[src/sv/rcms_pkg.sv]
`default_nettype none
package rcms_pkg;

	// Field and register widths
	localparam int CFG_DW   = 24;
	localparam int CFG_IW   = 3;
	localparam int SUM_W    = 36;
	localparam int CNT_W    = 21;
	localparam int D2_W     = 18;
	localparam int SCORE_W  = 15;

	// Distance normalization: 255^2 * 3, and the close threshold on d2
	localparam logic [D2_W-1:0] DIST_DEN = 18'd195075;
	localparam logic [D2_W-1:0] CLOSE_D2 = 18'd4389;

	// Register reset values
	localparam logic [10:0] RST_FRAME_W = 11'd1024;
	localparam logic [10:0] RST_FRAME_H = 11'd1024;
	localparam logic [23:0] RST_FG_RGB  = 24'h79ADA6;
	localparam logic [23:0] RST_BG_RGB  = 24'h073369;

	// Register indexes
	typedef enum logic [CFG_IW-1:0] {
		CFG_FRAME_WIDTH  = 3'd0,
		CFG_FRAME_HEIGHT = 3'd1,
		CFG_ROI_LEFT     = 3'd2,
		CFG_ROI_TOP      = 3'd3,
		CFG_ROI_WIDTH    = 3'd4,
		CFG_ROI_HEIGHT   = 3'd5,
		CFG_FG_TARGET    = 3'd6,
		CFG_BG_TARGET    = 3'd7
	} cfg_idx_t;

	typedef struct packed {
		logic [7:0] red;
		logic [7:0] green;
		logic [7:0] blue;
	} in_item_t;

	typedef struct packed {
		logic [SCORE_W-1:0] frame_score;
		logic               roi_empty;
	} out_item_t;

	// Controller to datapath
	typedef struct packed {
		logic load;
		logic d2;
		logic sq_init;
		logic sq_step;
		logic score;
		logic accum;
		logic fin_init;
		logic num_init;
		logic den_init;
		logic mul_step;
		logic num_save;
		logic den_save;
		logic round;
		logic qdiv_step;
		logic radd;
		logic out_load;
		logic region;
	} cmd_t;

	// Datapath to controller
	typedef struct packed {
		logic frame_end;
		logic roi_empty;
		logic cnt_zero;
	} sts_t;

endpackage
`default_nettype wire

[src/sv/roi_color_match_scorer.sv]
// Pixels run one at a time: ready returns after d2, 17 square-root steps, score and
// accumulate have run on an accepted pixel; no new pixel is taken before then.
// After the last pixel of a frame, each region ratio runs 21-step products and a 64-step
// divide; a region with no pixels skips both. An undefined rectangle skips the ratio phase.
// Reset: arst_n clears position, accumulators and control, registers to defaults.
`default_nettype none
module roi_color_match_scorer #(
	parameter int MAX_WIDTH  = 1024,
	parameter int MAX_HEIGHT = 1024
) (
	input  wire logic                        clk,
	input  wire logic                        arst_n,
	input  wire logic                        cfg_we,
	input  wire logic [rcms_pkg::CFG_IW-1:0] cfg_index,
	input  wire logic [rcms_pkg::CFG_DW-1:0] cfg_wdata,
	input  wire logic                        in_valid,
	output logic                             in_ready,
	input  wire rcms_pkg::in_item_t          in_data,
	output logic                             out_valid,
	input  wire logic                        out_ready,
	output rcms_pkg::out_item_t              out_data
);
	import rcms_pkg::*;

	cmd_t cmd;
	sts_t sts;

	rcms_ctrl u_ctrl (
		.clk       (clk),
		.arst_n    (arst_n),
		.in_valid  (in_valid),
		.in_ready  (in_ready),
		.out_valid (out_valid),
		.out_ready (out_ready),
		.sts       (sts),
		.cmd       (cmd)
	);

	rcms_dp #(
		.MAX_WIDTH  (MAX_WIDTH),
		.MAX_HEIGHT (MAX_HEIGHT)
	) u_dp (
		.clk       (clk),
		.arst_n    (arst_n),
		.cfg_we    (cfg_we),
		.cfg_index (cfg_index),
		.cfg_wdata (cfg_wdata),
		.in_data   (in_data),
		.cmd       (cmd),
		.sts       (sts),
		.out_data  (out_data)
	);

endmodule
`default_nettype wire

[src/sv/rcms_dp.sv]
`default_nettype none
module rcms_dp #(
	parameter int MAX_WIDTH  = 1024,
	parameter int MAX_HEIGHT = 1024
) (
	input  wire logic                        clk,
	input  wire logic                        arst_n,
	input  wire logic                        cfg_we,
	input  wire logic [rcms_pkg::CFG_IW-1:0] cfg_index,
	input  wire logic [rcms_pkg::CFG_DW-1:0] cfg_wdata,
	input  wire rcms_pkg::in_item_t          in_data,
	input  wire rcms_pkg::cmd_t              cmd,
	output rcms_pkg::sts_t                   sts,
	output rcms_pkg::out_item_t              out_data
);
	import rcms_pkg::*;

	localparam int CW  = (MAX_WIDTH > 1) ? $clog2(MAX_WIDTH) : 1;
	localparam int RW  = (MAX_HEIGHT > 1) ? $clog2(MAX_HEIGHT) : 1;
	localparam int PW  = 13;
	localparam int DEN_W = 50;

	// Configuration registers
	logic [10:0] fw_q, fh_q, rw_q, rh_q;
	logic [9:0]  left_q, top_q;
	logic [23:0] fg_q, bg_q;

	always_ff @(posedge clk or negedge arst_n) begin
		if (!arst_n) begin
			fw_q   <= RST_FRAME_W;
			fh_q   <= RST_FRAME_H;
			left_q <= '0;
			top_q  <= '0;
			rw_q   <= '0;
			rh_q   <= '0;
			fg_q   <= RST_FG_RGB;
			bg_q   <= RST_BG_RGB;
		end else if (cfg_we) begin
			unique case (cfg_idx_t'(cfg_index))
				CFG_FRAME_WIDTH:  fw_q   <= cfg_wdata[10:0];
				CFG_FRAME_HEIGHT: fh_q   <= cfg_wdata[10:0];
				CFG_ROI_LEFT:     left_q <= cfg_wdata[9:0];
				CFG_ROI_TOP:      top_q  <= cfg_wdata[9:0];
				CFG_ROI_WIDTH:    rw_q   <= cfg_wdata[10:0];
				CFG_ROI_HEIGHT:   rh_q   <= cfg_wdata[10:0];
				CFG_FG_TARGET:    fg_q   <= cfg_wdata;
				CFG_BG_TARGET:    bg_q   <= cfg_wdata;
				default:          ;
			endcase
		end
	end

	// Effective frame size, clamped to 1..MAX
	logic [PW-1:0] w_c, h_c, fw_ext, fh_ext;
	always_comb begin
		fw_ext = PW'(fw_q);
		fh_ext = PW'(fh_q);
		if (fw_q == '0)                 w_c = PW'(1);
		else if (fw_ext > PW'(MAX_WIDTH)) w_c = PW'(MAX_WIDTH);
		else                            w_c = fw_ext;
		if (fh_q == '0)                  h_c = PW'(1);
		else if (fh_ext > PW'(MAX_HEIGHT)) h_c = PW'(MAX_HEIGHT);
		else                             h_c = fh_ext;
	end

	// Raster position and region test
	logic [CW-1:0] col_q;
	logic [RW-1:0] row_q;
	logic          inside_c, last_col, last_row;
	logic [23:0]   tgt_c;

	assign inside_c = (PW'(col_q) >= PW'(left_q)) &&
	                  (PW'(col_q) < PW'(left_q) + PW'(rw_q)) &&
	                  (PW'(row_q) >= PW'(top_q)) &&
	                  (PW'(row_q) < PW'(top_q) + PW'(rh_q));
	assign last_col = (PW'(col_q) + PW'(1)) >= w_c;
	assign last_row = (PW'(row_q) + PW'(1)) >= h_c;
	assign tgt_c    = inside_c ? fg_q : bg_q;

	function automatic logic [7:0] abs_diff(input logic [7:0] a, input logic [7:0] b);
		abs_diff = (a > b) ? (a - b) : (b - a);
	endfunction

	logic [7:0]      dr_q, dg_q, db_q;
	logic            inside_q, frame_end_q;
	logic [D2_W-1:0] d2_q;
	logic [1:0]      src_q;
	logic [37:0]     srem_q;
	logic [35:0]     dt_q;
	logic [16:0]     root_q;
	logic [15:0]     sq_q;

	// Root of d2 * 2^32 / DIST_DEN: largest t with t^2 * DIST_DEN <= d2 * 2^32.
	// The remainder is kept scaled by DIST_DEN and dt_q holds DIST_DEN * root.
	logic [37:0] srem_n, trial;
	logic        take;
	logic [15:0] score_c;
	assign srem_n  = {srem_q[35:0], src_q};
	assign trial   = {dt_q, 2'b00} + 38'(DIST_DEN);
	assign take    = srem_n >= trial;
	assign score_c = (root_q == '0) ? 16'hFFFF : 16'(17'h10000 - root_q);

	// Per-pixel datapath
	always_ff @(posedge clk) begin
		if (cmd.load) begin
			inside_q    <= inside_c;
			frame_end_q <= last_col && last_row;
			dr_q        <= abs_diff(in_data.red,   tgt_c[23:16]);
			dg_q        <= abs_diff(in_data.green, tgt_c[15:8]);
			db_q        <= abs_diff(in_data.blue,  tgt_c[7:0]);
		end
		if (cmd.d2)
			d2_q <= D2_W'(16'(dr_q) * 16'(dr_q)) + D2_W'(16'(dg_q) * 16'(dg_q)) +
			        D2_W'(16'(db_q) * 16'(db_q));
		// Two radicand bits a step: d2[1:0] first, then the zero fraction bits
		if (cmd.sq_init) begin
			src_q  <= d2_q[1:0];
			srem_q <= 38'(d2_q[D2_W-1:2]);
			dt_q   <= '0;
			root_q <= '0;
		end
		if (cmd.sq_step) begin
			src_q <= 2'b00;
			if (take) begin
				srem_q <= srem_n - trial;
				dt_q   <= {dt_q[34:0], 1'b0} + 36'(DIST_DEN);
				root_q <= {root_q[15:0], 1'b1};
			end else begin
				srem_q <= srem_n;
				dt_q   <= {dt_q[34:0], 1'b0};
				root_q <= {root_q[15:0], 1'b0};
			end
		end
		if (cmd.score)
			sq_q <= 16'((32'(score_c) * 32'(score_c)) >> 16);
	end

	// Raster position
	always_ff @(posedge clk or negedge arst_n) begin
		if (!arst_n) begin
			col_q <= '0;
			row_q <= '0;
		end else if (cmd.load) begin
			if (!last_col) begin
				col_q <= col_q + CW'(1);
			end else if (!last_row) begin
				col_q <= '0;
				row_q <= row_q + RW'(1);
			end else begin
				col_q <= '0;
				row_q <= '0;
			end
		end
	end

	// Region accumulators
	logic [SUM_W-1:0] fg_sum_q, bg_sum_q;
	logic [CNT_W-1:0] fg_cnt_q, bg_cnt_q, fg_close_q, bg_close_q;
	logic             close_c;
	assign close_c = d2_q <= CLOSE_D2;

	always_ff @(posedge clk or negedge arst_n) begin
		if (!arst_n) begin
			fg_sum_q   <= '0;
			bg_sum_q   <= '0;
			fg_cnt_q   <= '0;
			bg_cnt_q   <= '0;
			fg_close_q <= '0;
			bg_close_q <= '0;
		end else if (cmd.out_load) begin
			fg_sum_q   <= '0;
			bg_sum_q   <= '0;
			fg_cnt_q   <= '0;
			bg_cnt_q   <= '0;
			fg_close_q <= '0;
			bg_close_q <= '0;
		end else if (cmd.accum) begin
			if (inside_q) begin
				fg_sum_q <= fg_sum_q + SUM_W'(sq_q);
				fg_cnt_q <= fg_cnt_q + CNT_W'(1);
				if (close_c) fg_close_q <= fg_close_q + CNT_W'(1);
			end else begin
				bg_sum_q <= bg_sum_q + SUM_W'(sq_q);
				bg_cnt_q <= bg_cnt_q + CNT_W'(1);
				if (close_c) bg_close_q <= bg_close_q + CNT_W'(1);
			end
		end
	end

	// Frame result: shift-add products, then restoring division
	logic [SUM_W-1:0] sel_sum;
	logic [CNT_W-1:0] sel_cnt, sel_close;
	logic [63:0]      ma_q, acc_q, num_q;
	logic [CNT_W-1:0] mb_q;
	logic [DEN_W-1:0] den_q, frem_q;
	logic [SCORE_W-1:0] total_q;
	logic [DEN_W:0]   fr2;
	logic             fr_ge;
	logic             roi_empty_c;

	assign sel_sum   = cmd.region ? bg_sum_q   : fg_sum_q;
	assign sel_cnt   = cmd.region ? bg_cnt_q   : fg_cnt_q;
	assign sel_close = cmd.region ? bg_close_q : fg_close_q;
	assign fr2       = {frem_q, num_q[63]};
	assign fr_ge     = fr2 >= (DEN_W+1)'(den_q);
	assign roi_empty_c = (rw_q == '0) || (rh_q == '0);

	always_ff @(posedge clk) begin
		if (cmd.num_init) begin
			// 50 * sum = 32s + 16s + 2s
			ma_q  <= (64'(sel_sum) << 5) + (64'(sel_sum) << 4) + (64'(sel_sum) << 1);
			mb_q  <= sel_close;
			acc_q <= '0;
		end
		if (cmd.den_init) begin
			ma_q  <= 64'(sel_cnt) << 8;
			mb_q  <= sel_cnt;
			acc_q <= '0;
		end
		if (cmd.mul_step) begin
			if (mb_q[0]) acc_q <= acc_q + ma_q;
			ma_q <= ma_q << 1;
			mb_q <= mb_q >> 1;
		end
		if (cmd.num_save) num_q <= acc_q;
		if (cmd.den_save) den_q <= acc_q[DEN_W-1:0];
		if (cmd.round) begin
			num_q  <= num_q + 64'(den_q >> 1);
			frem_q <= '0;
		end
		if (cmd.qdiv_step) begin
			num_q  <= {num_q[62:0], fr_ge};
			frem_q <= fr_ge ? DEN_W'(fr2 - (DEN_W+1)'(den_q)) : fr2[DEN_W-1:0];
		end
		if (cmd.fin_init) total_q <= '0;
		if (cmd.radd && !sts.cnt_zero) total_q <= total_q + num_q[SCORE_W-1:0];
		if (cmd.out_load) begin
			out_data.frame_score <= roi_empty_c ? '0 : total_q;
			out_data.roi_empty   <= roi_empty_c;
		end
	end

	assign sts.frame_end = frame_end_q;
	assign sts.roi_empty = roi_empty_c;
	assign sts.cnt_zero  = sel_cnt == '0;

endmodule
`default_nettype wire

[src/sv/rcms_ctrl.sv]
`default_nettype none
module rcms_ctrl (
	input  wire logic           clk,
	input  wire logic           arst_n,
	input  wire logic           in_valid,
	output logic                in_ready,
	output logic                out_valid,
	input  wire logic           out_ready,
	input  wire rcms_pkg::sts_t sts,
	output rcms_pkg::cmd_t      cmd
);
	import rcms_pkg::*;

	typedef enum logic [4:0] {
		S_IDLE, S_D2, S_SQ_INIT, S_SQRT, S_SCORE, S_ACC,
		S_FIN_INIT, S_REG, S_NUM_INIT, S_NUM_MUL, S_NUM_SAVE, S_DEN_INIT,
		S_DEN_MUL, S_DEN_SAVE, S_ROUND, S_QDIV, S_RADD, S_OUT
	} state_t;

	// Step counts minus one
	localparam logic [5:0] SQRT_LAST = 6'd16;
	localparam logic [5:0] MUL_LAST  = 6'd20;
	localparam logic [5:0] QDIV_LAST = 6'd63;

	state_t     state_q;
	logic [5:0] cnt_q;
	logic       region_q;
	logic       out_valid_q;
	logic       out_free;

	assign in_ready  = state_q == S_IDLE;
	assign out_valid = out_valid_q;
	assign out_free  = !out_valid_q || out_ready;

	// Command decode
	always_comb begin
		cmd           = '0;
		cmd.region    = region_q;
		cmd.load      = in_valid && in_ready;
		cmd.d2        = state_q == S_D2;
		cmd.sq_init   = state_q == S_SQ_INIT;
		cmd.sq_step   = state_q == S_SQRT;
		cmd.score     = state_q == S_SCORE;
		cmd.accum     = state_q == S_ACC;
		cmd.fin_init  = state_q == S_FIN_INIT;
		cmd.num_init  = state_q == S_NUM_INIT;
		cmd.den_init  = state_q == S_DEN_INIT;
		cmd.mul_step  = (state_q == S_NUM_MUL) || (state_q == S_DEN_MUL);
		cmd.num_save  = state_q == S_NUM_SAVE;
		cmd.den_save  = state_q == S_DEN_SAVE;
		cmd.round     = state_q == S_ROUND;
		cmd.qdiv_step = state_q == S_QDIV;
		cmd.radd      = state_q == S_RADD;
		cmd.out_load  = (state_q == S_OUT) && out_free;
	end

	// Sequencer
	always_ff @(posedge clk or negedge arst_n) begin
		if (!arst_n) begin
			state_q     <= S_IDLE;
			cnt_q       <= '0;
			region_q    <= 1'b0;
			out_valid_q <= 1'b0;
		end else begin
			// Result register: load wins over a drain in the same cycle
			if (cmd.out_load)   out_valid_q <= 1'b1;
			else if (out_ready) out_valid_q <= 1'b0;
			unique case (state_q)
				S_IDLE:     if (in_valid) state_q <= S_D2;
				S_D2:       state_q <= S_SQ_INIT;
				S_SQ_INIT: begin
					state_q <= S_SQRT;
					cnt_q   <= SQRT_LAST;
				end
				S_SQRT: begin
					cnt_q <= cnt_q - 6'd1;
					if (cnt_q == '0) state_q <= S_SCORE;
				end
				S_SCORE:    state_q <= S_ACC;
				S_ACC: begin
					if (!sts.frame_end)    state_q <= S_IDLE;
					else if (sts.roi_empty) state_q <= S_OUT;
					else                   state_q <= S_FIN_INIT;
				end
				S_FIN_INIT: begin
					region_q <= 1'b0;
					state_q  <= S_REG;
				end
				S_REG:      state_q <= sts.cnt_zero ? S_RADD : S_NUM_INIT;
				S_NUM_INIT: begin
					state_q <= S_NUM_MUL;
					cnt_q   <= MUL_LAST;
				end
				S_NUM_MUL: begin
					cnt_q <= cnt_q - 6'd1;
					if (cnt_q == '0) state_q <= S_NUM_SAVE;
				end
				S_NUM_SAVE: state_q <= S_DEN_INIT;
				S_DEN_INIT: begin
					state_q <= S_DEN_MUL;
					cnt_q   <= MUL_LAST;
				end
				S_DEN_MUL: begin
					cnt_q <= cnt_q - 6'd1;
					if (cnt_q == '0) state_q <= S_DEN_SAVE;
				end
				S_DEN_SAVE: state_q <= S_ROUND;
				S_ROUND: begin
					state_q <= S_QDIV;
					cnt_q   <= QDIV_LAST;
				end
				S_QDIV: begin
					cnt_q <= cnt_q - 6'd1;
					if (cnt_q == '0) state_q <= S_RADD;
				end
				S_RADD: begin
					if (region_q) begin
						state_q <= S_OUT;
					end else begin
						region_q <= 1'b1;
						state_q  <= S_REG;
					end
				end
				S_OUT:      if (out_free) state_q <= S_IDLE;
				default:    state_q <= S_IDLE;
			endcase
		end
	end

endmodule
`default_nettype wire

[config.mk]
export PLATFORM = sky130hd
export DESIGN_NAME = roi_color_match_scorer
export DESIGN_NICKNAME = d
export VERILOG_FILES = /design/src/sv/rcms_pkg.sv /design/src/sv/roi_color_match_scorer.sv /design/src/sv/rcms_dp.sv /design/src/sv/rcms_ctrl.sv
export SDC_FILE = /design/constraint.sdc
export NUM_CORES = 2
export LEC_CHECK = 0
export ABC_AREA = 1
export BUFFER_PORTS_ARGS = -buffer_cell sky130_fd_sc_hd__buf_2
export CAP_MARGIN = 20
export CORE_UTILIZATION = 40
export DETAILED_ROUTE_END_ITERATION = 8
export SETUP_SLACK_MARGIN = 0.3
export SYNTH_ARGS = -nofsm -noshare
export SYNTH_HDL_FRONTEND = slang
export SYNTH_SLANG_ARGS = --single-unit
[constraint.sdc]
create_clock -name clk -period 7.85 [get_ports clk]
set_clock_uncertainty 0.05 [all_clocks]
set_input_delay 1.1775 -clock clk [delete_from_list [all_inputs] [get_ports clk]]
set_output_delay 1.1775 -clock clk [all_outputs]
set_load 0.005 [all_outputs]
==> results.ini <==
[logic_synthesis]
synthDominantAreaCellType = edfxtp_1
synth_edf_count = 428
yosys_most_used_dff = edfxtp_1
synth_simple_gate_area_share_pct = 23.5
synthesis.area_sq_um = 74800
synth_top_area_share_pct = 17.2
synth.distinct_cells = 71
ys_seq_elements = 795
synth_area_per_cell_sq_um = 7.30
synth-async-reset-ratio_pct = 37.9
ys_seq_area_share_pct = 29.1
combinational_family_with_the_most_area_after_synthesis = simple AND/OR/NAND/NOR gates
synth_xor_area_share_pct = 4.12
yosys-top-cells-count = nand2_1, inv_1, nor2_1
synth_fa_ha_area_share_pct = 18.6
synthMuxAreaShare_pct = 0.457
postSynthNetCount = 11233
synthesis.instances = 10244
synth_compound_area_share_pct = 14.8
synthMostInstantiatedCell = nand2_1
yosys_warnings = 0
ys_top_cells_by_area = edfxtp_1, nand2_1, ha_1, dfrtp_1, inv_1

[die]
chipWidth_microns = 434
chipHeight_microns = 434
die_area_sq_um = 189000
initial_utilization_pct = 40.3
io_pins = 74
placement_rows = 158
fp.coreArea_sq_um = 186000

[global_route]
grt_max_degree = 133
met1_routing_resource_usage_after_global_routing_pct = 33.8
grt_usage_pct = 25.0
grt_pass1_wl_microns = 374000
antenna_violations_before_repair = 2
grt-busiest-layer = met2
grt_util_met3_pct = 2.83
grt_use_met2_pct = 42.4
total_global_routing_overflow = 0
first_global_vias = 67310

[critical_path]
critPathLaunchType = flip-flop
critical_path_peak_fanout = 4
crit_arrival_ps = 8410
timing_worst_setup_path_type = reg -> reg
worst_r2r_path_depth = 31
top_family_by_delay_on_critical_path = adder cells
timing.critical_path.mode_cell = fa_1
worst_setup_path_startpoint = u_dp.dr_q[6]$_DFFE_PP_
cp_slowest_stage_delay_ps = 560
critical_path.endpoint_type = flip-flop
timing.rr.start = u_dp.dr_q[6]$_DFFE_PP_
buffers_inverters_on_critical_path = 6
slowest_stage = fa_1
required_ps = 8300
rr_endpoint = u_dp.d2_q[15]$_DFFE_PP_
r2r_slack_ps = -110

[timing]
post-route-worst-setup-slack_ps = -109
timing.final.setup_violations = 3
max_freq_mhz = 126
tightest_slew_ps = 996
timing.max_slew.rel_slack_pct = 33.6
grt_setup_unrepaired = true
min_period_over_period_pct = 101
final-max-slew-violation-count = 0
shortest_clock_period_the_worst_path_allows_after_layout_ps = 7960
timing.final.hold_violations = 0

[finish]
final_core_util_pct = 44.7
post_layout_nonfiller_instances = 12934
area_growth_syn_to_layout_pct = 10.9
finish.net_count = 11351
final_layout_size_suffix_gt1_share_pct = 6.21

[routing]
first_pass_iters = 8
postRouteAntennaNets = 0
dr.first_iter.drc_count = 5390
dr_total_vias = 68779
drt_drc_violations_left = 0
routed_wirelength_microns = 238000
detail_route.vias_per_cell = 5.32
detail_route.wl_per_cell_microns = 18.4

[outcome]
run_status = complete, but fails checks
violations = negative setup slack

[placement]
gp_congestion = 0.980
place.port_buffers = 73
dpl.hpwl_microns = 190000
placed_cells_incl_taps = 12696

[clock_tree]
cts_tree = yes
root_buffer = clkbuf_16
clk-insertion-delay-late_ps = 750
clock_sink_count = 795
clkTransAtPathRegs_ps = 60
clk_path_buf_depth = 3
number_of_clock_buffers_inserted_by_tritoncts = 102
cts-htree-levels = 3

[run]
max_capacitance_violation_total = 0

[worst_hold_path]
hold_path.class = in -> async

==> cell usage in the layout (no fill, tap or decap), drive strengths merged, types with 237 or more instances in the layout <==
cell type	n
a21oi	822
nand2	2293
o21ai	842
nor2	1034
ha	637
fa	296
edfxtp	428
buf	237
dfrtp	274
inv	1649
nand3	473
==> area by class of cell <==
cell class                      count  area [sq um]
Inverter                         1649          6210
Multi-Input combinational cell   7577         46600
Clock inverter                     64           759
Sequential cell                   795         21700
Timing Repair Buffer              237          1720
Tap cell                         2480          3100
Fill cell                       18915        103000
Antenna cell                        2          5.00
Clock buffer                      130          2800
==> routing by layer <==
metal / up-vias / wire length, microns
li1: 33887 / -
met4: 0 / 6150
met3: 324 / 11800
met5: - / 0
met2: 1781 / 113000
met1: 32787 / 107000
==> metrics by stage <==
| step | setup TNS, ps | worst slack (ps) | cell area, sq um | hold slack (ps) |
|---|---|---|---|---|
| floorplan | -22.8 | -22.8 | 74900 | 376 |
| global route | -2400 | -411 | 82900 | 380 |
| CTS | -784 | -177 | 82400 | 333 |
| global placement | -1080 | -345 | 78500 | 396 |
| finish | -290 | -109 | 82900 | 358 |
| detailed placement | -1120 | -341 | 78500 | 401 |
==> worst reg2reg max path, delay by kind of cell (launching register included) <==
kind,cells,cell delay [ps]
and+or+nand+nor,5,570
AOI/OAI and AO/OA,6,680
adders and majority gates,12,5370
buffers and inverters,6,290
xor gates and xnor gates,2,330
DFF,1,440
==> cells by family after synthesis <==
group | count (synthesis)
compound gates | 2025
xor+xnor | 352
fa+ha+maj | 933
buf+inv | 1872
flops | 795
mux | 31
simple gates | 4236
==> how the worst max path moves through the flow <==
stage,endpoint,cells past startpoint
floorplan,u_dp.d2_q[15]$_DFFE_PP_,32
global placement,u_dp.d2_q[15]$_DFFE_PP_,33
detailed placement,u_dp.d2_q[15]$_DFFE_PP_,32
CTS,u_dp.d2_q[13]$_DFFE_PP_,32
global route,u_dp.d2_q[15]$_DFFE_PP_,38
finish,u_dp.d2_q[15]$_DFFE_PP_,31
==> sequential cells by signal, summed over array words and instances (netlist names), 16 cells and up <==
register         flops
u_dp.dt_q           36
u_dp.d2_q           18
u_dp.bg_cnt_q       21
u_dp.bg_q           24
u_dp.fg_sum_q       36
u_dp.frem_q         50
u_dp.fg_q           24
u_dp.bg_sum_q       36
u_dp.num_q          64
u_dp.sq_q           16
u_dp.out_data       16
u_dp.bg_close_q     21
u_dp.fg_cnt_q       21
u_dp.fg_close_q     21
u_dp.srem_q         36
u_dp.root_q         17
u_dp.den_q          50
u_dp.acc_q          64
u_dp.mb_q           21
u_dp.ma_q           63
==> timing repair <==
item,CTS,global route
pin swaps,45,54
hold buffers,0,0
resized for setup,35,84
setup endpoints to repair,10,27
buffers inserted,18,22
Power is left out: the tool's default activity adds up to more than one toggle a clock period on the data nets, which glitch-free logic cannot reach.
